--- src/design/path_meta_header_step_top_macros.svh ---
// ----------------------------------------------------------------------------
// Path meta header step: assertion macros
// Shared concurrent assertion forms. They sample on clk and are disabled
// while rst_n is low, so they are used inside modules with those ports.
// ----------------------------------------------------------------------------
`ifndef PATH_META_HEADER_STEP_TOP_MACROS_SVH
`define PATH_META_HEADER_STEP_TOP_MACROS_SVH

// Consequent must hold in the same cycle as the antecedent.
`define PMHS_ASSERT_NOW(label, ante, cons, msg) \
    label: assert property (@(posedge clk) disable iff (!rst_n) (ante) |-> (cons)) \
        else $error(msg);

// Consequent must hold in the cycle after the antecedent.
`define PMHS_ASSERT_NEXT(label, ante, cons, msg) \
    label: assert property (@(posedge clk) disable iff (!rst_n) (ante) |=> (cons)) \
        else $error(msg);

`endif

--- src/design/pmhs_pkg.sv ---
// ----------------------------------------------------------------------------
// Path meta header step: package
// Field layout, byte sizes, operation and status codes, the stage records
// and the hop-to-segment lookup shared by the operation and flag stages.
// ----------------------------------------------------------------------------
package pmhs_pkg;

    // Byte sizes of the header parts.
    localparam int META_BYTES = 4;
    localparam int INFO_BYTES = 8;
    localparam int HOP_BYTES  = 12;

    // Field widths.
    localparam int WORD_W  = 32;
    localparam int OP_W    = 2;
    localparam int INF_W   = 2;
    localparam int HOP_W   = 6;
    localparam int LEN_W   = 6;
    localparam int NSEG_W  = 2;
    localparam int CNT_W   = 8;
    localparam int BYTES_W = 12;

    // Field positions inside the meta word.
    localparam int INF_LSB  = 30;
    localparam int HOP_LSB  = 24;
    localparam int LEN0_LSB = 12;
    localparam int LEN1_LSB = 6;
    localparam int LEN2_LSB = 0;

    // Operation codes; the unused code behaves as a query.
    localparam logic [OP_W-1:0] OP_QUERY   = 2'd0;
    localparam logic [OP_W-1:0] OP_ADVANCE = 2'd1;
    localparam logic [OP_W-1:0] OP_REVERSE = 2'd2;
    localparam logic [OP_W-1:0] OP_UNUSED  = 2'd3;

    typedef enum logic [1:0] {
        ST_OK        = 2'd0,
        ST_EMPTY     = 2'd1,
        ST_AT_END    = 2'd2,
        ST_MALFORMED = 2'd3
    } status_t;

    typedef logic [LEN_W-1:0] len_t;

    // Decoded header, first stage to second stage.
    typedef struct packed {
        logic [OP_W-1:0]   op;
        logic [WORD_W-1:0] word;
        logic [INF_W-1:0]  inf;
        logic [HOP_W-1:0]  hf;
        len_t              len0;
        len_t              len1;
        len_t              len2;
        logic [NSEG_W-1:0] nseg;
        logic [CNT_W-1:0]  hops;
        logic              bad;
    } dec_t;

    // Header after the operation, second stage to third stage.
    typedef struct packed {
        logic [WORD_W-1:0]  word;
        logic [NSEG_W-1:0]  nseg;
        logic [CNT_W-1:0]   hops;
        logic [BYTES_W-1:0] bytes;
        logic [INF_W-1:0]   inf;
        logic [HOP_W-1:0]   hf;
        len_t               b0;
        logic [LEN_W:0]     b01;
        status_t            status;
    } app_t;

    // Finished result.
    typedef struct packed {
        logic [WORD_W-1:0]  new_meta_word;
        logic [NSEG_W-1:0]  segment_count;
        logic [CNT_W-1:0]   hop_count;
        logic [BYTES_W-1:0] path_bytes;
        logic               is_crossover;
        logic               is_first_after_crossover;
        logic               is_last_hop;
        logic               is_penultimate_hop;
        logic               is_first_hop;
        status_t            status;
    } res_t;

    // Segment holding a hop, given the end of the first segment (b0) and
    // the end of the second segment (b01).
    function automatic logic [INF_W-1:0] seg_of_hop(
        input logic [HOP_W:0] hop,
        input len_t           b0,
        input logic [LEN_W:0] b01
    );
        logic [INF_W-1:0] seg;
        if (hop < {1'b0, b0}) begin
            seg = 2'd0;
        end else if (hop < b01) begin
            seg = 2'd1;
        end else begin
            seg = 2'd2;
        end
        return seg;
    endfunction

endpackage

--- src/design/pmhs_hdr_if.sv ---
// ----------------------------------------------------------------------------
// Path meta header step: header channel
// Carries one operation and one meta word per beat.
// ----------------------------------------------------------------------------
interface pmhs_hdr_if import pmhs_pkg::*; ();

    logic              valid;
    logic              ready;
    logic [OP_W-1:0]   op;
    logic [WORD_W-1:0] meta_word;

    modport source (output valid, output op, output meta_word, input ready);
    modport sink (input valid, input op, input meta_word, output ready);

endinterface

--- src/design/pmhs_res_if.sv ---
// ----------------------------------------------------------------------------
// Path meta header step: result channel
// Carries the updated meta word, counts, flags and status per beat.
// ----------------------------------------------------------------------------
interface pmhs_res_if import pmhs_pkg::*; ();

    logic               valid;
    logic               ready;
    logic [WORD_W-1:0]  new_meta_word;
    logic [NSEG_W-1:0]  segment_count;
    logic [CNT_W-1:0]   hop_count;
    logic [BYTES_W-1:0] path_bytes;
    logic               is_crossover;
    logic               is_first_after_crossover;
    logic               is_last_hop;
    logic               is_penultimate_hop;
    logic               is_first_hop;
    logic [1:0]         status;

    modport source (
        output valid, output new_meta_word, output segment_count, output hop_count,
        output path_bytes, output is_crossover, output is_first_after_crossover,
        output is_last_hop, output is_penultimate_hop, output is_first_hop,
        output status, input ready
    );
    modport sink (
        input valid, input new_meta_word, input segment_count, input hop_count,
        input path_bytes, input is_crossover, input is_first_after_crossover,
        input is_last_hop, input is_penultimate_hop, input is_first_hop,
        input status, output ready
    );

endinterface

--- src/design/path_meta_header_step_top.sv ---
// ----------------------------------------------------------------------------
// Path meta header step: top level
// Three-stage pipeline that queries, advances or reverses a path meta
// header word and reports its counts, byte length and hop position flags.
//
//   Channel  Role    Beat contents
//   -------  ------  --------------------------------------------------------
//   hdr      sink    op, meta_word
//   res      source  new_meta_word, counts, path_bytes, hop flags, status
//
// Each beat passes through the decode, operation and flags stages in turn.
// One beat is taken per cycle while the result side keeps up.
// Reset clears the three stage valid bits; payload registers keep no reset.
// A stage holds its beat while the next one is full and stalled, and an
// empty stage lets a new beat in, so a stalled result does not block hdr
// until all three stages are full.
// ----------------------------------------------------------------------------
`include "path_meta_header_step_top_macros.svh"

module path_meta_header_step_top import pmhs_pkg::*; (
    input logic      clk,
    input logic      rst_n,
    pmhs_hdr_if.sink   hdr,
    pmhs_res_if.source res
);

    logic s1_valid;
    logic s1_ready;
    dec_t s1_data;
    logic s2_valid;
    logic s2_ready;
    app_t s2_data;
    logic s3_ready;
    res_t s3_data;

    // Stage one: field decode and counts.
    pmhs_decode u_decode (
        .clk       (clk),
        .rst_n     (rst_n),
        .up_valid  (hdr.valid),
        .up_ready  (hdr.ready),
        .op        (hdr.op),
        .meta_word (hdr.meta_word),
        .dn_valid  (s1_valid),
        .dn_ready  (s1_ready),
        .dn_data   (s1_data)
    );

    // Stage two: the operation itself.
    pmhs_apply u_apply (
        .clk      (clk),
        .rst_n    (rst_n),
        .up_valid (s1_valid),
        .up_ready (s1_ready),
        .up_data  (s1_data),
        .dn_valid (s2_valid),
        .dn_ready (s2_ready),
        .dn_data  (s2_data)
    );

    // Stage three: position flags and the result register.
    pmhs_flags u_flags (
        .clk      (clk),
        .rst_n    (rst_n),
        .up_valid (s2_valid),
        .up_ready (s2_ready),
        .up_data  (s2_data),
        .dn_valid (res.valid),
        .dn_ready (s3_ready),
        .dn_data  (s3_data)
    );

    // Result channel fields.
    assign s3_ready                     = res.ready;
    assign res.new_meta_word            = s3_data.new_meta_word;
    assign res.segment_count            = s3_data.segment_count;
    assign res.hop_count                = s3_data.hop_count;
    assign res.path_bytes               = s3_data.path_bytes;
    assign res.is_crossover             = s3_data.is_crossover;
    assign res.is_first_after_crossover = s3_data.is_first_after_crossover;
    assign res.is_last_hop              = s3_data.is_last_hop;
    assign res.is_penultimate_hop       = s3_data.is_penultimate_hop;
    assign res.is_first_hop             = s3_data.is_first_hop;
    assign res.status                   = s3_data.status;

    // A beat taken on hdr occupies the decode stage in the next cycle.
    `PMHS_ASSERT_NEXT(a_take_fills_s1, hdr.valid && hdr.ready, s1_valid, "beat lost at decode")
    // A full operation stage that cannot drain keeps its beat.
    `PMHS_ASSERT_NEXT(a_s2_holds, s2_valid && !s2_ready, s2_valid, "beat dropped in stage two")
    // Clamping at the path end leaves the hop on the last hop.
    `PMHS_ASSERT_NOW(a_end_is_last, res.valid && (res.status == ST_AT_END),
        res.is_last_hop, "clamp missed last hop")
    // No segments exactly when no hops.
    `PMHS_ASSERT_NOW(a_empty_counts, res.valid,
        (res.segment_count == '0) == (res.hop_count == '0), "counts disagree")

endmodule

--- src/design/pmhs_decode.sv ---
// ----------------------------------------------------------------------------
// Path meta header step: decode stage
// Unpacks the meta word, counts segments and hops, and checks the segment
// lengths for a zero length below a nonzero one.
// ----------------------------------------------------------------------------
module pmhs_decode import pmhs_pkg::*; (
    input  logic              clk,
    input  logic              rst_n,
    input  logic              up_valid,
    output logic              up_ready,
    input  logic [OP_W-1:0]   op,
    input  logic [WORD_W-1:0] meta_word,
    output logic              dn_valid,
    input  logic              dn_ready,
    output dec_t              dn_data
);

    logic valid_reg;
    dec_t data_reg;
    dec_t data_next;
    len_t l0;
    len_t l1;
    len_t l2;

    // The stage takes a beat when it is empty or its content moves on.
    assign up_ready = !valid_reg || dn_ready;
    assign dn_valid = valid_reg;
    assign dn_data  = data_reg;

    assign l0 = meta_word[LEN0_LSB +: LEN_W];
    assign l1 = meta_word[LEN1_LSB +: LEN_W];
    assign l2 = meta_word[LEN2_LSB +: LEN_W];

    // Field unpacking, segment count and hop total.
    always_comb
    begin
        data_next.op   = op;
        data_next.word = meta_word;
        data_next.inf  = meta_word[INF_LSB +: INF_W];
        data_next.hf   = meta_word[HOP_LSB +: HOP_W];
        data_next.len0 = l0;
        data_next.len1 = l1;
        data_next.len2 = l2;
        data_next.hops = CNT_W'(l0) + CNT_W'(l1) + CNT_W'(l2);
        if (l2 != '0) begin
            data_next.nseg = 2'd3;
        end else if (l1 != '0) begin
            data_next.nseg = 2'd2;
        end else if (l0 != '0) begin
            data_next.nseg = 2'd1;
        end else begin
            data_next.nseg = 2'd0;
        end
        data_next.bad = ((l0 == '0) && ((l1 != '0) || (l2 != '0)))
                     || ((l1 == '0) && (l2 != '0));
    end

    // Valid bit with reset; payload loads only with a beat.
    always_ff @(posedge clk or negedge rst_n)
    begin
        if (!rst_n) begin
            valid_reg <= 1'b0;
        end else if (up_ready) begin
            valid_reg <= up_valid;
        end
    end

    always_ff @(posedge clk)
    begin
        if (up_ready && up_valid) begin
            data_reg <= data_next;
        end
    end

endmodule

--- src/design/pmhs_apply.sv ---
// ----------------------------------------------------------------------------
// Path meta header step: operation stage
// Applies query, advance or reverse, sets the status, repacks the word and
// works out the path length in bytes.
// ----------------------------------------------------------------------------
module pmhs_apply import pmhs_pkg::*; (
    input  logic clk,
    input  logic rst_n,
    input  logic up_valid,
    output logic up_ready,
    input  dec_t up_data,
    output logic dn_valid,
    input  logic dn_ready,
    output app_t dn_data
);

    logic             valid_reg;
    app_t             data_reg;
    app_t             data_next;
    logic [HOP_W:0]   hf_inc;
    logic [HOP_W-1:0] hf_last;
    logic [LEN_W:0]   b01_in;
    logic             at_end;
    logic [INF_W-1:0] inf_new;
    logic [HOP_W-1:0] hf_new;
    len_t             n0;
    len_t             n1;
    len_t             n2;

    assign up_ready = !valid_reg || dn_ready;
    assign dn_valid = valid_reg;
    assign dn_data  = data_reg;

    assign hf_inc  = {1'b0, up_data.hf} + (HOP_W+1)'(1);
    assign hf_last = up_data.hops[HOP_W-1:0] - HOP_W'(1);
    assign b01_in  = {1'b0, up_data.len0} + {1'b0, up_data.len1};
    assign at_end  = ({1'b0, hf_inc} >= up_data.hops);

    // New indexes and segment lengths for the operation.
    always_comb
    begin
        inf_new = up_data.inf;
        hf_new  = up_data.hf;
        n0      = up_data.len0;
        n1      = up_data.len1;
        n2      = up_data.len2;
        if (!up_data.bad && (up_data.nseg != '0)) begin
            case (up_data.op)
                OP_ADVANCE:
                begin
                    if (at_end) begin
                        hf_new = hf_last;
                    end else begin
                        hf_new  = hf_inc[HOP_W-1:0];
                        inf_new = seg_of_hop({1'b0, hf_inc[HOP_W-1:0]}, up_data.len0, b01_in);
                    end
                end
                OP_REVERSE:
                begin
                    inf_new = up_data.nseg - INF_W'(1) - up_data.inf;
                    hf_new  = hf_last - up_data.hf;
                    if (up_data.nseg == 2'd3) begin
                        n0 = up_data.len2;
                        n2 = up_data.len0;
                    end else if (up_data.nseg == 2'd2) begin
                        n0 = up_data.len1;
                        n1 = up_data.len0;
                    end
                end
                default:
                begin
                    inf_new = up_data.inf;
                end
            endcase
        end
    end

    // Status, repacked word and byte length.
    always_comb
    begin
        data_next.nseg = up_data.nseg;
        data_next.hops = up_data.hops;
        data_next.inf  = inf_new;
        data_next.hf   = hf_new;
        data_next.b0   = n0;
        data_next.b01  = {1'b0, n0} + {1'b0, n1};
        data_next.bytes = BYTES_W'(META_BYTES)
                        + BYTES_W'(up_data.nseg) * BYTES_W'(INFO_BYTES)
                        + BYTES_W'(up_data.hops) * BYTES_W'(HOP_BYTES);
        if (up_data.bad) begin
            data_next.status = ST_MALFORMED;
            data_next.word   = up_data.word;
        end else if (up_data.nseg == '0) begin
            data_next.status = ST_EMPTY;
            data_next.word   = up_data.word;
        end else begin
            data_next.status = ((up_data.op == OP_ADVANCE) && at_end) ? ST_AT_END : ST_OK;
            data_next.word   = '0;
            data_next.word[INF_LSB +: INF_W]  = inf_new;
            data_next.word[HOP_LSB +: HOP_W]  = hf_new;
            data_next.word[LEN0_LSB +: LEN_W] = n0;
            data_next.word[LEN1_LSB +: LEN_W] = n1;
            data_next.word[LEN2_LSB +: LEN_W] = n2;
        end
    end

    always_ff @(posedge clk or negedge rst_n)
    begin
        if (!rst_n) begin
            valid_reg <= 1'b0;
        end else if (up_ready) begin
            valid_reg <= up_valid;
        end
    end

    always_ff @(posedge clk)
    begin
        if (up_ready && up_valid) begin
            data_reg <= data_next;
        end
    end

endmodule

--- src/design/pmhs_flags.sv ---
// ----------------------------------------------------------------------------
// Path meta header step: flag stage
// Derives the hop position flags from the header after the operation and
// holds the finished result for the result channel.
// ----------------------------------------------------------------------------
module pmhs_flags import pmhs_pkg::*; (
    input  logic clk,
    input  logic rst_n,
    input  logic up_valid,
    output logic up_ready,
    input  app_t up_data,
    output logic dn_valid,
    input  logic dn_ready,
    output res_t dn_data
);

    logic             valid_reg;
    res_t             data_reg;
    res_t             data_next;
    logic [HOP_W:0]   hf_inc;
    logic [HOP_W-1:0] hf_dec;
    logic [CNT_W-1:0] hf_wide;

    assign up_ready = !valid_reg || dn_ready;
    assign dn_valid = valid_reg;
    assign dn_data  = data_reg;

    assign hf_inc  = {1'b0, up_data.hf} + (HOP_W+1)'(1);
    assign hf_dec  = up_data.hf - HOP_W'(1);
    assign hf_wide = CNT_W'(up_data.hf);

    // Position flags relative to neighboring hops and the path ends.
    always_comb
    begin
        data_next.new_meta_word = up_data.word;
        data_next.segment_count = up_data.nseg;
        data_next.hop_count     = up_data.hops;
        data_next.path_bytes    = up_data.bytes;
        data_next.status        = up_data.status;
        data_next.is_crossover  = (CNT_W'(hf_inc) < up_data.hops)
            && (up_data.inf != seg_of_hop(hf_inc, up_data.b0, up_data.b01));
        data_next.is_first_after_crossover = (up_data.inf != '0) && (up_data.hf != '0)
            && ((up_data.inf - INF_W'(1))
                == seg_of_hop({1'b0, hf_dec}, up_data.b0, up_data.b01));
        data_next.is_last_hop = (up_data.hops != '0)
            && (hf_wide == up_data.hops - CNT_W'(1));
        data_next.is_penultimate_hop = (up_data.hops >= CNT_W'(2))
            && (hf_wide == up_data.hops - CNT_W'(2));
        data_next.is_first_hop = (up_data.hf == '0);
    end

    always_ff @(posedge clk or negedge rst_n)
    begin
        if (!rst_n) begin
            valid_reg <= 1'b0;
        end else if (up_ready) begin
            valid_reg <= up_valid;
        end
    end

    always_ff @(posedge clk)
    begin
        if (up_ready && up_valid) begin
            data_reg <= data_next;
        end
    end

endmodule
--- src/flat_wrapper.sv ---
// flat-port wrapper written by rule: the top's interface ports become plain ports
module path_meta_header_step_top_flat import pmhs_pkg::*;
  (clk, rst_n, hdr_valid, hdr_op, hdr_meta_word, hdr_ready, res_valid, res_new_meta_word, res_segment_count, res_hop_count, res_path_bytes, res_is_crossover, res_is_first_after_crossover, res_is_last_hop, res_is_penultimate_hop, res_is_first_hop, res_status, res_ready);
  pmhs_hdr_if hdr_i ();
  pmhs_res_if res_i ();
  input logic clk;
  input logic rst_n;
  input wire logic [$bits(hdr_i.valid)-1:0] hdr_valid;
  input wire logic [$bits(hdr_i.op)-1:0] hdr_op;
  input wire logic [$bits(hdr_i.meta_word)-1:0] hdr_meta_word;
  output wire logic [$bits(hdr_i.ready)-1:0] hdr_ready;
  output wire logic [$bits(res_i.valid)-1:0] res_valid;
  output wire logic [$bits(res_i.new_meta_word)-1:0] res_new_meta_word;
  output wire logic [$bits(res_i.segment_count)-1:0] res_segment_count;
  output wire logic [$bits(res_i.hop_count)-1:0] res_hop_count;
  output wire logic [$bits(res_i.path_bytes)-1:0] res_path_bytes;
  output wire logic [$bits(res_i.is_crossover)-1:0] res_is_crossover;
  output wire logic [$bits(res_i.is_first_after_crossover)-1:0] res_is_first_after_crossover;
  output wire logic [$bits(res_i.is_last_hop)-1:0] res_is_last_hop;
  output wire logic [$bits(res_i.is_penultimate_hop)-1:0] res_is_penultimate_hop;
  output wire logic [$bits(res_i.is_first_hop)-1:0] res_is_first_hop;
  output wire logic [$bits(res_i.status)-1:0] res_status;
  input wire logic [$bits(res_i.ready)-1:0] res_ready;
  assign hdr_i.valid = hdr_valid;
  assign hdr_i.op = hdr_op;
  assign hdr_i.meta_word = hdr_meta_word;
  assign hdr_ready = hdr_i.ready;
  assign res_valid = res_i.valid;
  assign res_new_meta_word = res_i.new_meta_word;
  assign res_segment_count = res_i.segment_count;
  assign res_hop_count = res_i.hop_count;
  assign res_path_bytes = res_i.path_bytes;
  assign res_is_crossover = res_i.is_crossover;
  assign res_is_first_after_crossover = res_i.is_first_after_crossover;
  assign res_is_last_hop = res_i.is_last_hop;
  assign res_is_penultimate_hop = res_i.is_penultimate_hop;
  assign res_is_first_hop = res_i.is_first_hop;
  assign res_status = res_i.status;
  assign res_i.ready = res_ready;
  path_meta_header_step_top u_core (.clk(clk), .rst_n(rst_n), .hdr(hdr_i), .res(res_i));
endmodule
--- config.mk ---
export PLATFORM = sky130hd
export DESIGN_NAME = path_meta_header_step_top_flat
export DESIGN_NICKNAME = d
export VERILOG_FILES = /design/src/design/pmhs_pkg.sv /design/src/design/pmhs_hdr_if.sv /design/src/design/pmhs_res_if.sv /design/src/design/path_meta_header_step_top.sv /design/src/design/pmhs_decode.sv /design/src/design/pmhs_apply.sv /design/src/design/pmhs_flags.sv /design/src/flat_wrapper.sv
export VERILOG_INCLUDE_DIRS = /design/src /design/src/design
export SDC_FILE = /design/constraint.sdc
export NUM_CORES = 1
export LEC_CHECK = 0
export BUFFER_PORTS_ARGS = -buffer_cell sky130_fd_sc_hd__buf_2
export CAP_MARGIN = 15
export CORE_ASPECT_RATIO = 0.75
export CORE_MARGIN = 5
export CORE_UTILIZATION = 35
export CTS_CLUSTER_SIZE = 10
export DETAILED_ROUTE_END_ITERATION = 12
export SLEW_MARGIN = 0
export SYNTH_ARGS = -nofsm -noshare
export SYNTH_HDL_FRONTEND = slang
export SYNTH_SLANG_ARGS = --single-unit
--- constraint.sdc ---
create_clock -name clk -period 3.3 [get_ports clk]
set_input_delay 0 -clock clk [delete_from_list [all_inputs] [get_ports clk]]
set_output_delay 0 -clock clk [all_outputs]
set_load 0.02 [all_outputs]
==> results of run 1 <==
## through the flow
| stage | hold slack (ps) | utilization | power (uW) | instances | setup WS [ps] |
|---|---|---|---|---|---|
| 2_1_floorplan | -296 | - | 4600 | 765 | 132 |
| 3_3_place_gp | -201 | 0.387 | 5100 | 1215 | 200 |
| 3_5_place_dp | -198 | 0.387 | 5130 | 1215 | 204 |
| 4_1_cts | 244 | 0.422 | 7210 | 1286 | 160 |
| 5_1_grt | 247 | 0.422 | 7580 | 1287 | 7.36 |
| 6_report | 269 | 0.422 | 7130 | 1287 | 108 |
## state kept, by name, indices dropped and copies added, names as in the netlist
signal	count
u_core.u_apply.dn_data	75
u_core.u_apply.dn_valid	1
u_core.u_decode.dn_data	45
u_core.u_decode.dn_valid	1
u_core.u_flags.dn_data	59
u_core.u_flags.dn_valid	1
## cell families (layout without fill, tap and decap cells)
family,after synthesis,after routing,synth area share
flip-flops,182,182,0.556
AND/OR/NAND/NOR,155,155,0.0813
AO/OA/AOI/OAI,143,143,0.101
adder cells (fa/ha/maj),103,103,0.140
buffers and inverters,92,257,0.0372
XOR/XNOR,60,60,0.0536
multiplexers,28,28,0.0308
other,1,2,0.000383
## layer usage
layer	part of all wire	GRT usage
met1	0.51	0.212
met2	0.43	0.211
met3	0.050	0.0354
met4	0.0097	0.0356
met5	0	0
## power by group
part / switching [uW] / internal [uW]
clock: 996 / 1020
combinational: 1130 / 821
sequential: 193 / 2970
total: 2320 / 4810
## area by class of cell
cell class,instances,area (um^2)
Fill cell,2547,16100
Sequential cell,182,5450
Multi-Input combinational cell,491,3990
Timing Repair Buffer,151,986
Tap cell,357,447
Clock buffer,18,429
Inverter,74,278
Clock inverter,14,150
## final timing paths
kind | end | depth (start not counted) | slack, ps
worst max register to register | u_core.u_apply.dn_data[69]$_DFFE_PP_ | 10 | 110
worst max-delay path | u_core.u_apply.dn_data[69]$_DFFE_PP_ | 10 | 110
min in group asynchronous | u_core.u_decode.dn_valid$_DFFE_PN0N_ | 3 | 420
max in group asynchronous | u_core.u_apply.dn_valid$_DFFE_PN0P_ | 3 | 2740
worst min-delay path | u_core.u_decode.dn_data[68]$_DFFE_PP_ | 2 | 270
worst min register to register | u_core.u_flags.dn_data[1]$_DFFE_PP_ | 0 | 420
## timing repair
item / CTS / global route
setup endpoints to repair: 0 / 1
setup buffers: 0 / 1
hold buffers: 39 / 0
hold endpoints to repair: 42 / 0
## cell usage after synthesis, drive strengths merged (14+ instances only)
| master | n |
|---|---|
| edfxtp | 179 |
| a21o | 16 |
| xnor2 | 38 |
| nor2 | 24 |
| a21oi | 35 |
| nand2 | 46 |
| mux2i | 14 |
| ha | 92 |
| o21ai | 32 |
| xor2 | 22 |
| nand3 | 18 |
| inv | 74 |
| mux2 | 14 |
==> results.md, run 1 <==
STA:
- The shortest clock period the worst path allows after layout is 3190 ps.
- The final period utilization is 0.967.
- The sum of negative setup slack is 0 ps.
- The slew of the pin with the lowest slew margin is 1070 ps.
- The count of final max-slew check failures is 0.
- Setup repair after global routing left no endpoint under its margin.
- The relative slew slack is 0.287.
- For the final database, setup skew stands at 10.3 ps.
- Static timing analysis puts the maximum clock frequency at 313 MHz.
- The total count of hold-check failures in the final report came to 0.
- The setup violation total in the final timing report is 0.

Yosys:
- The synthesized design spends more area on one cell type than any other, namely sky130_fd_sc_hd__edfxtp_1.
- The average footprint of a synthesized cell is 12.8 um^2.
- Synthesis produced 764 cells.
- The share of the Yosys chip area taken by registers is 0.556.
- The portion of synthesized cell area occupied by the leading cell type is 0.549.
- The number of enable-type register cells in the synthesized netlist is 179.
- The post-synthesis register bit count is 182.
- By area the synthesized netlist is led by sky130_fd_sc_hd__edfxtp_1 55%, sky130_fd_sc_hd__ha_1 12%, sky130_fd_sc_hd__xnor2_1 3.4%, sky130_fd_sc_hd__inv_1 2.8%, sky130_fd_sc_hd__fa_1 2.2%.
- The number of unique standard cell types used by synthesis is 69.
- For this run, asynchronously set or reset flops after synthesis account for 0.0165.
- The mapped cell area is 9800 um^2.
- The dominant synthesized flop cell is sky130_fd_sc_hd__edfxtp_1.
- The number of warnings issued by yosys is 0.

Placed design:
- At the end of routability-driven placement, the weighted congestion stood at 0.859.
- The area after detailed placement is 10800 um^2.
- Detailed placement ended at an HPWL of 16200 um.
- The number of buffers inserted by port buffering is 98.

Finish:
- 0 antenna diodes ended up in the layout.
- The finished cells cover 11700 um^2.
- The net total in the final layout is 1058.
- The library cells used most frequently in the layout, excluding fill and tap cells, are 179 x sky130_fd_sc_hd__edfxtp_1, 98 x sky130_fd_sc_hd__buf_2, 92 x sky130_fd_sc_hd__ha_1.
- The area added between synthesis and finish is 19.7%.
- The commonest non-fill, non-tap cell in the layout is sky130_fd_sc_hd__edfxtp_1.
- In the final layout, the share of cells above drive strength 1 is 0.186.

Setup path:
- Data on the critical path is required at its endpoint by 3480 ps.
- Traced cell by cell, the critical path runs through inv_1, nor3_1, xor2_1, ha_1, a21o_1, a21oi_2, o211ai_2, and2_4, mux2_4, o31ai_1.
- The kind of end point of the critical path is a register.
- The cell family contributing the most delay on the critical path is compound AO/OA/AOI/OAI gates.
- The category of the critical setup timing path is register to register.
- On the worst path, the slowest cell contributes a delay of 480 ps.
- Tracing the worst setup path back leads to its startpoint at u_core.u_decode.dn_data[64]$_DFFE_PP_.
- In this run the worst path has a maximum fanout of 11.
- The start of the worst register-to-register path is u_core.u_decode.dn_data[64]$_DFFE_PP_.
- The data arrival time at the worst-slack endpoint is 3370 ps.
- The sort of element at the start of the critical path is a register.
- The slowest library cell on the worst path is sky130_fd_sc_hd__edfxtp_1.
- The sum of buffers and inverters on the critical path is 1.

CTS:
- The clock tree from TritonCTS is built.
- The number of clock buffers added by TritonCTS is 17.
- After clock tree synthesis, the clock-pin slew on the worst setup and hold paths is 80 ps.
- For the worst-skew pair, the clock arrives at the later sink with an insertion delay of 440 ps.
- The number of H-tree levels is 4.
- The clock tree root driver cell is sky130_fd_sc_hd__clkbuf_16.
- The quantity of gates resized following cts is 0.
- The maximum root-to-sink buffer count is 2.
- The clock drives 182 sinks.

Power and ir drop:
- The maximum resistive drop on vdd is 0.405 mV.
- In this run the power density over the cells is 608 nW/um^2.
- The analysis attributes to cell leakage a power of 0.00482 uW.

Detailed routing:
- The first-pass iteration count of the detailed router is 7.
- The total via count after detailed routing is 6269.
- The first routing iteration left 309 violations.
- After detailed routing, the number of vias per cell comes to 4.87.
- Once detail routing completed, the nets flagged for antenna violations numbered 0.
- After detailed routing, the total wire length is 21700 um.
- The average routed wire per standard cell is 16.8 um.
- For this run, design rule violations remaining after detail routing come to 0.

Global routing:
- The overall global routing resource usage is 0.143.
- The number of global-route vias before repair is 6366.
- The number of antenna violations at the first check in global routing is 0.
- The first global-routing pass estimated 35000 um of wire.
- The pin count of the biggest net entering global routing is 76.
- The total overflow left after global routing is 0.

Job:
- Across the run, the number of max-cap violations was 0.

Floorplanning:
- The chip width is 203 um.
- The die covers 31500 um^2.
- The core region is 27800 um^2.
- The initial utilization of the core area, before any placement, comes to 0.353.
- From bottom edge to top edge, the die measures 155 um.
- The number of top-level pins is 101.
- The floorplan has 53 rows.

Run status:
- The flow ran to the end, and the final reports show no timing, DRC or antenna violations.

Min path:
- The worst hold path begins at hdr_meta_word[31].
- The path class of the tightest hold or removal check is primary input to register.
No activity file was read; power rests on OpenSTA's default activity.
==> run 2: changes to the inputs <==
Settings changed: CORE_UTILIZATION 35 to 50, PLACE_DENSITY set to 0.72.
==> results.md, run 2 (synthesized netlist as in run 1, its figures left out) <==
Setup path:
- The kind of end point of the critical path is a register.
- Traced cell by cell, the critical path runs through ha_1, fa_1, a21o_1, a21oi_1, xnor2_1, ha_1, a21oi_1, a21boi_1, o21a_1, or3b_1, o221ai_1.
- The setup path with the least slack is of type register to register.
- The sort of element at the start of the critical path is a register.
- The peak per-stage delay on the critical path is 470 ps.
- The worst endpoint required time is 3560 ps.
- STA puts the critical path data arrival time at 3360 ps.
- The slowest library cell on the worst path is sky130_fd_sc_hd__edfxtp_1.
- The maximum net fanout on the critical path is 6.

Global routing:
- Entering global routing, the biggest net connects 76 pins.
- The number of antenna violations at the first check in global routing is 0.
- For this run, the total global-route usage over all layers was measured as 0.189.
- For this run the aggregate overflow at the end of global routing stands at 0.
- For this run, global-route usage on met3 was measured as 0.0354.
- The number of global-route vias before repair is 6329.
- The met2 global-route usage is 0.285.
- The met1 usage in global routing is 0.288.
- The first global-routing pass estimated 33600 um of wire.
- The routing layer with the top usage in global route is met1.

Run status:
- The flow ran to the end, and the final reports show no timing, DRC or antenna violations.

Floorplanning:
- In this run the vertical extent of the chip is 131 um.
- The core outline area is 19300 um^2.
- The initial utilization of the core area, before any placement, comes to 0.507.
- The die area is 22500 um^2.
- The floorplan has 44 rows.
- In this run the horizontal extent of the chip is 172 um.
- The number of top-level pins is 101.

Power and ir drop:
- The register share of total power is 0.447.
- The switching power as a share of total power is 0.321.
- For this design the ratio of total power to cell area is 609 nW/um^2.
- In this run the power spent charging and discharging nets is 2270 uW.
- The analysis attributes to cell leakage a power of 0.00482 uW.
- VDD sags by at most 0.388 mV.
- The combinational cell fraction of total power is 0.278.
- The internal portion of the total power is 4800 uW.
- The proportion of power drawn by the clock network is 0.275.
- The total power consumption of the routed design is 7070 uW.

Job:
- The number of max-cap violations is 0.

CTS:
- The latest clock arrival within the worst-skew pair is 440 ps.
- Gates resized during post-CTS repair numbered 0.
- The number of H-tree levels is 4.
- The clock transition time at the flip-flop clock pins of the worst setup and hold paths is 80 ps.
- The maximum root-to-sink buffer count is 2.
- The number of buffers added by the clock tree synthesis step is 17.
- For this design, the sink count on the clock tree is 182.
- In this run the clock root is driven by a sky130_fd_sc_hd__clkbuf_16.
- TritonCTS built the clock tree.

STA:
- The shortest clock period the worst path allows after layout is 3090 ps.
- Setup repair after global routing left no endpoint under its margin.
- The sum of negative setup slack is 0 ps.
- The final critical-path setup slack is 206 ps.
- The setup violation total in the final timing report is 0.
- In this run the tightest slew margin relative to its limit is 0.492.
- The count of final max-slew check failures is 0.
- Hold is met by 266 ps.
- The slew of the pin with the lowest slew margin is 763 ps.
- The total count of hold-check failures in the final report is 0.
- The top achievable clock speed is 323 MHz.
- Of the available clock period, the critical path in the final layout requires 0.937.
- Clock skew on the completed layout was measured at 22.4 ps.

Finish:
- The finished layout holds 1181 standard cells, fillers aside.
- The register with the most flip-flops in the layout has 75 of them.
- 0 antenna diodes ended up in the layout.
- Leaving out fill and tap cells, the most frequent cell in the layout is sky130_fd_sc_hd__edfxtp_1.
- The net count of the finished layout is 1057.
- Of the cells placed in the final design, the portion with a size suffix greater than 1 is 0.185.
- Compared with the post-synthesis result, the final layout area differs by 18.4%.
- In the layout the commonest cells are 179 x sky130_fd_sc_hd__edfxtp_1, 98 x sky130_fd_sc_hd__buf_2, 92 x sky130_fd_sc_hd__ha_1.

Placed design:
- The post-detailed-placement half-perimeter wirelength is 15200 um.
- The number of buffers inserted by port buffering is 98.
- Including well taps, the total number of placed cells is 1111.
- Routability-driven placement finished with a final weighted congestion of 0.871.
- Before CTS, the worst setup slack after placement is 240 ps.

Detailed routing:
- Once detail routing completed, the nets flagged for antenna violations numbered 0.
- For this run, design rule violations remaining after detail routing come to 0.
- After detailed routing, the number of vias per cell comes to 5.40.
- The total wirelength of the detailed-routed design is 20600 um.
- The first-pass iteration count of the detailed router is 5.
- The first-iteration detailed-routing DRC count is 465.
- The average routed wire per standard cell is 17.4 um.
- The total via count after detailed routing is 6373.

Min path:
- The tightest min-delay check is of the primary input to register type.
[run 2: cell types whose count changed in the layout (fill, tap and decap cells not counted), sizes merged]
cell and delta:
buf -1, clkbuf -1, clkinv +4, clkinvlp -2, inv -2
[run 2: worst max-delay path, delay by kind of cell, from the launching register on]
kind | cells | cell delay (ps)
fa+ha+maj | 3 | 920
compound gates | 6 | 1000
xor+xnor | 1 | 160
simple gates | 1 | 370
flops | 1 | 470
[run 2: metrics by stage]
stage | cell area, um^2 | utilization
6_report | 11600 | 0.601
2_1_floorplan | 9800 | -
3_5_place_dp | 10700 | 0.551
4_1_cts | 11600 | 0.601
5_1_grt | 11600 | 0.601
3_3_place_gp | 10700 | 0.551
[run 2: final timing paths]
path | slack [ps] | endpoint | from | depth (start not counted)
setup / recovery | 210 | u_core.u_apply.dn_data[75]$_DFFE_PP_ | u_core.u_decode.dn_data[49]$_DFFE_PP_ | 11
hold / removal | 270 | u_core.u_decode.dn_data[56]$_DFFE_PP_ | hdr_meta_word[19] | 2
setup reg to reg | 210 | u_core.u_apply.dn_data[75]$_DFFE_PP_ | u_core.u_decode.dn_data[49]$_DFFE_PP_ | 11
hold reg to reg | 420 | u_core.u_flags.dn_data[9]$_DFFE_PP_ | u_core.u_apply.dn_data[25]$_DFFE_PP_ | 0
max in group asynchronous | 2660 | u_core.u_apply.dn_valid$_DFFE_PN0P_ | rst_n | 3
min in group asynchronous | 480 | u_core.u_flags.dn_valid$_DFFE_PN0P_ | rst_n | 3
[run 2: timing repair]
item                                    4_1_cts  5_1_grt
hold buffers                                 39        0
hold endpoints to repair                     42        0
buffers inserted                              0        0
endpoints found under the setup margin        0        0
[run 2: power groups by stage]
stage	Sequential (uW)	Combinational (uW)	Clock, uW
6_report	3160	1960	1950
5_1_grt	3190	2200	2090
4_1_cts	3160	1970	1980
3_5_place_dp	3200	1910	0
3_3_place_gp	3200	1870	0
2_1_floorplan	3250	1350	0
[run 2: cell type report]
cell class                      count  area (um^2)
Inverter                           74          278
Timing Repair Buffer              150         1000
Clock buffer                       17          425
Multi-Input combinational cell    491         3990
Fill cell                        1535         7720
Clock inverter                     14          138
Sequential cell                   182         5450
Tap cell                          253          317
[run 2: layer usage]
layer  up-vias  share of wire
met4         0          0.011
met1      3050           0.48
met3        18          0.063
li1       3108              -
met5         -              0
met2       197           0.45
==> run 3: changes to the inputs <==
Settings changed: PLACE_DENSITY 0.72 to 0.69.
Clock period 3.3 ns to 3.55 ns, I/O delays scaled along.
==> results.md, run 3 (synthesized netlist as in run 1, its figures left out) <==
STA:
- After routing, the total negative slack on setup checks comes to 0 ps.
- In this run the tightest slew margin relative to its limit is 0.286.
- Of the available clock period, the critical path in the final layout requires 0.872.
- The worst clock skew is 16.6 ps.
- The setup violation total in the final timing report is 0.
- The slew of the pin with the lowest slew margin is 1070 ps.
- The total count of hold-check failures in the final report is 0.
- Derived from the worst setup path, the maximum achievable clock frequency is 323 MHz.
- The count of final max-slew check failures is 0.
- Setup repair after global routing left no endpoint under its margin.
- After layout, the minimum clock period comes to 3100 ps.
- The worst hold margin is 270 ps.
- Setup slack on the critical path of the routed design comes to 455 ps.

Finish:
- The share of final-layout standard cells stronger than drive strength 1 is 0.180.
- The library cell used most frequently in the layout, excluding fill and tap cells, is sky130_fd_sc_hd__edfxtp_1.
- The number of antenna repair diodes is 0.
- The flip-flop count of the largest register, all copies and words added is 75.
- The final design utilization is 0.600.
- The net total in the final layout is 1051.
- The area added between synthesis and finish is 18.3%.
- Leaving out fill and tap cells, the most frequent cells in the layout are 179 x sky130_fd_sc_hd__edfxtp_1, 98 x sky130_fd_sc_hd__buf_2, 92 x sky130_fd_sc_hd__ha_1.
- The finished cells cover 11600 um^2.

Setup path:
- The worst endpoint required time is 3800 ps.
- The worst setup path is of the register to register kind.
- The reg-to-reg setup timing slack is 450 ps.
- The sort of element at the start of the critical path is a register.
- The worst flop-to-flop path endpoint is u_core.u_apply.dn_data[75]$_DFFE_PP_.
- The kind of end point of the critical path is a register.
- In this run the critical register-to-register path is launched from u_core.u_decode.dn_data[49]$_DFFE_PP_.
- The slowest stage of the critical path belongs to the cell sky130_fd_sc_hd__edfxtp_1.
- Data on the critical path arrives at its endpoint at 3350 ps.
- The peak per-stage delay on the critical path is 470 ps.
- The signal on the critical path passes through ha_1, fa_1, a21o_1, a21oi_1, xnor2_1, ha_1, a21oi_1, a21boi_1, o21a_1, or3b_1, o221ai_1.
- The kind of cell adding the most delay to the critical path is compound AO/OA/AOI/OAI gates.
- The critical path startpoint is u_core.u_decode.dn_data[49]$_DFFE_PP_.
- The critical path contains buffers and inverters numbering 0 combined.
- The worst register-to-register path has a depth of 11.
- In this run the worst path has a maximum fanout of 6.

Placed design:
- Summing all placed instances gives a cell area of 10600 um^2.
- The worst slack after detailed placement is 497 ps.
- In this run the tool buffered the top-level ports with 98 buffer cells.
- Once detailed placement completed, the half-perimeter wirelength came to 14900 um.
- At the end of routability-driven placement, the weighted congestion stood at 0.931.

CTS:
- TritonCTS built the clock tree.
- The tree is rooted in a sky130_fd_sc_hd__clkbuf_16.
- The number of buffers added by the clock tree synthesis step is 17.
- The H-tree generated during clock tree synthesis spans 4 levels.
- The latest clock arrival within the worst-skew pair is 440 ps.
- The maximum root-to-sink buffer count is 2.
- After clock tree synthesis, the clock-pin slew on the worst setup and hold paths is 70 ps.
- The quantity of gates resized following cts is 0.
- The count of clock tree sinks is 182.

Global routing:
- The pin count of the biggest net entering global routing is 76.
- The first global-routing pass estimated 33300 um of wire.
- For this run, the total global-route usage over all layers was measured as 0.189.
- The number of global-route vias before repair is 6174.
- The number of antenna violations at the first check in global routing is 0.
- The global-route congestion overflow total is 0.

Detailed routing:
- The total via count after detailed routing is 6313.
- In this run, the number of DRC markers left after iteration 0 of detailed routing was 512.
- Dividing the detail-routed via count by the number of cells gives 5.37.
- The routed design has 20700 um of wire.
- The first-pass iteration count of the detailed router is 5.
- The remaining number of nets flagged by the antenna check after routing is 0.
- In the routed design, unresolved DRC markers number 0.
- After detailed routing, the average wire length per cell comes to 17.6 um.

Floorplanning:
- The floorplan has 44 rows.
- The core region is 19300 um^2.
- The initial utilization of the core area, before any placement, comes to 0.507.
- Measured along the y axis, the die boundary spans 131 um.
- The die area is 22500 um^2.
- From left edge to right edge, the die measures 172 um.
- Pin placement for this block handled 101 I/O pins.

Min path:
- The path class of the lowest-slack min-delay path is primary input to register.
- The worst min-delay path startpoint is hdr_op[0].
- The worst hold path was traced through 2 stages.
- The path with the worst hold slack has its endpoint at u_core.u_decode.dn_data[69]$_DFFE_PP_.

Power and ir drop:
- The analysis attributes to cell leakage a power of 0.00480 uW.
- In this run the power density over the cells is 582 nW/um^2.
- IR analysis of the VDD net gives a maximum drop of 0.283 mV.

Run status:
- The flow ran to the end, and the final reports show no timing, DRC or antenna violations.

Job:
- The number of max-cap violations is 0.
run 3: repair_timing:
item	in CTS	in global routing
buffers inserted	0	0
hold buffers	39	0
endpoints found under the hold margin	42	0
endpoints found under the setup margin	0	0
run 3: where the power goes:
part | switching, uW | internal [uW]
clock | 874 | 1130
combinational | 1040 | 754
sequential | 182 | 2760
run 3: how the worst max path moves through the flow:
stage / end / depth (start not counted)
3_3_place_gp: u_core.u_apply.dn_data[21]$_DFFE_PP_ / 11
5_1_grt: u_core.u_apply.dn_data[21]$_DFFE_PP_ / 11
6_report: u_core.u_apply.dn_data[75]$_DFFE_PP_ / 11
4_1_cts: u_core.u_apply.dn_data[21]$_DFFE_PP_ / 11
3_5_place_dp: u_core.u_apply.dn_data[21]$_DFFE_PP_ / 11
2_1_floorplan: u_core.u_apply.dn_data[8]$_DFFE_PP_ / 16
run 3: routing by layer:
metal	wire [um]	track usage	share of wire
met1	10100	0.290	0.49
met4	248	0.0488	0.012
met3	1340	0.0423	0.065
met5	0	0	0
met2	9020	0.273	0.44
run 3: cell type report:
type                       instances  area (um^2)
sequential                       182         5450
tap                              253          317
clock inverter                    14          191
multi-input combinational        491         3990
inverter                          74          278
clock buffer                      17          425
fill                            1513         7730
timing repair buffer             144          933
run 3: worst reg2reg max path, delay by kind of cell (launching register included):
family          cells  cell delay [ps]
flops               1              470
xor+xnor            1              150
simple gates        1              370
fa+ha+maj           3              930
compound gates      6             1000
run 3: stage by stage:
| step | total power (uW) | instances |
|---|---|---|
| 2_1_floorplan | 4270 | 765 |
| 3_3_place_gp | 4710 | 1105 |
| 3_5_place_dp | 4730 | 1105 |
| 4_1_cts | 6770 | 1175 |
| 5_1_grt | 7110 | 1175 |
| 6_report | 6740 | 1175 |
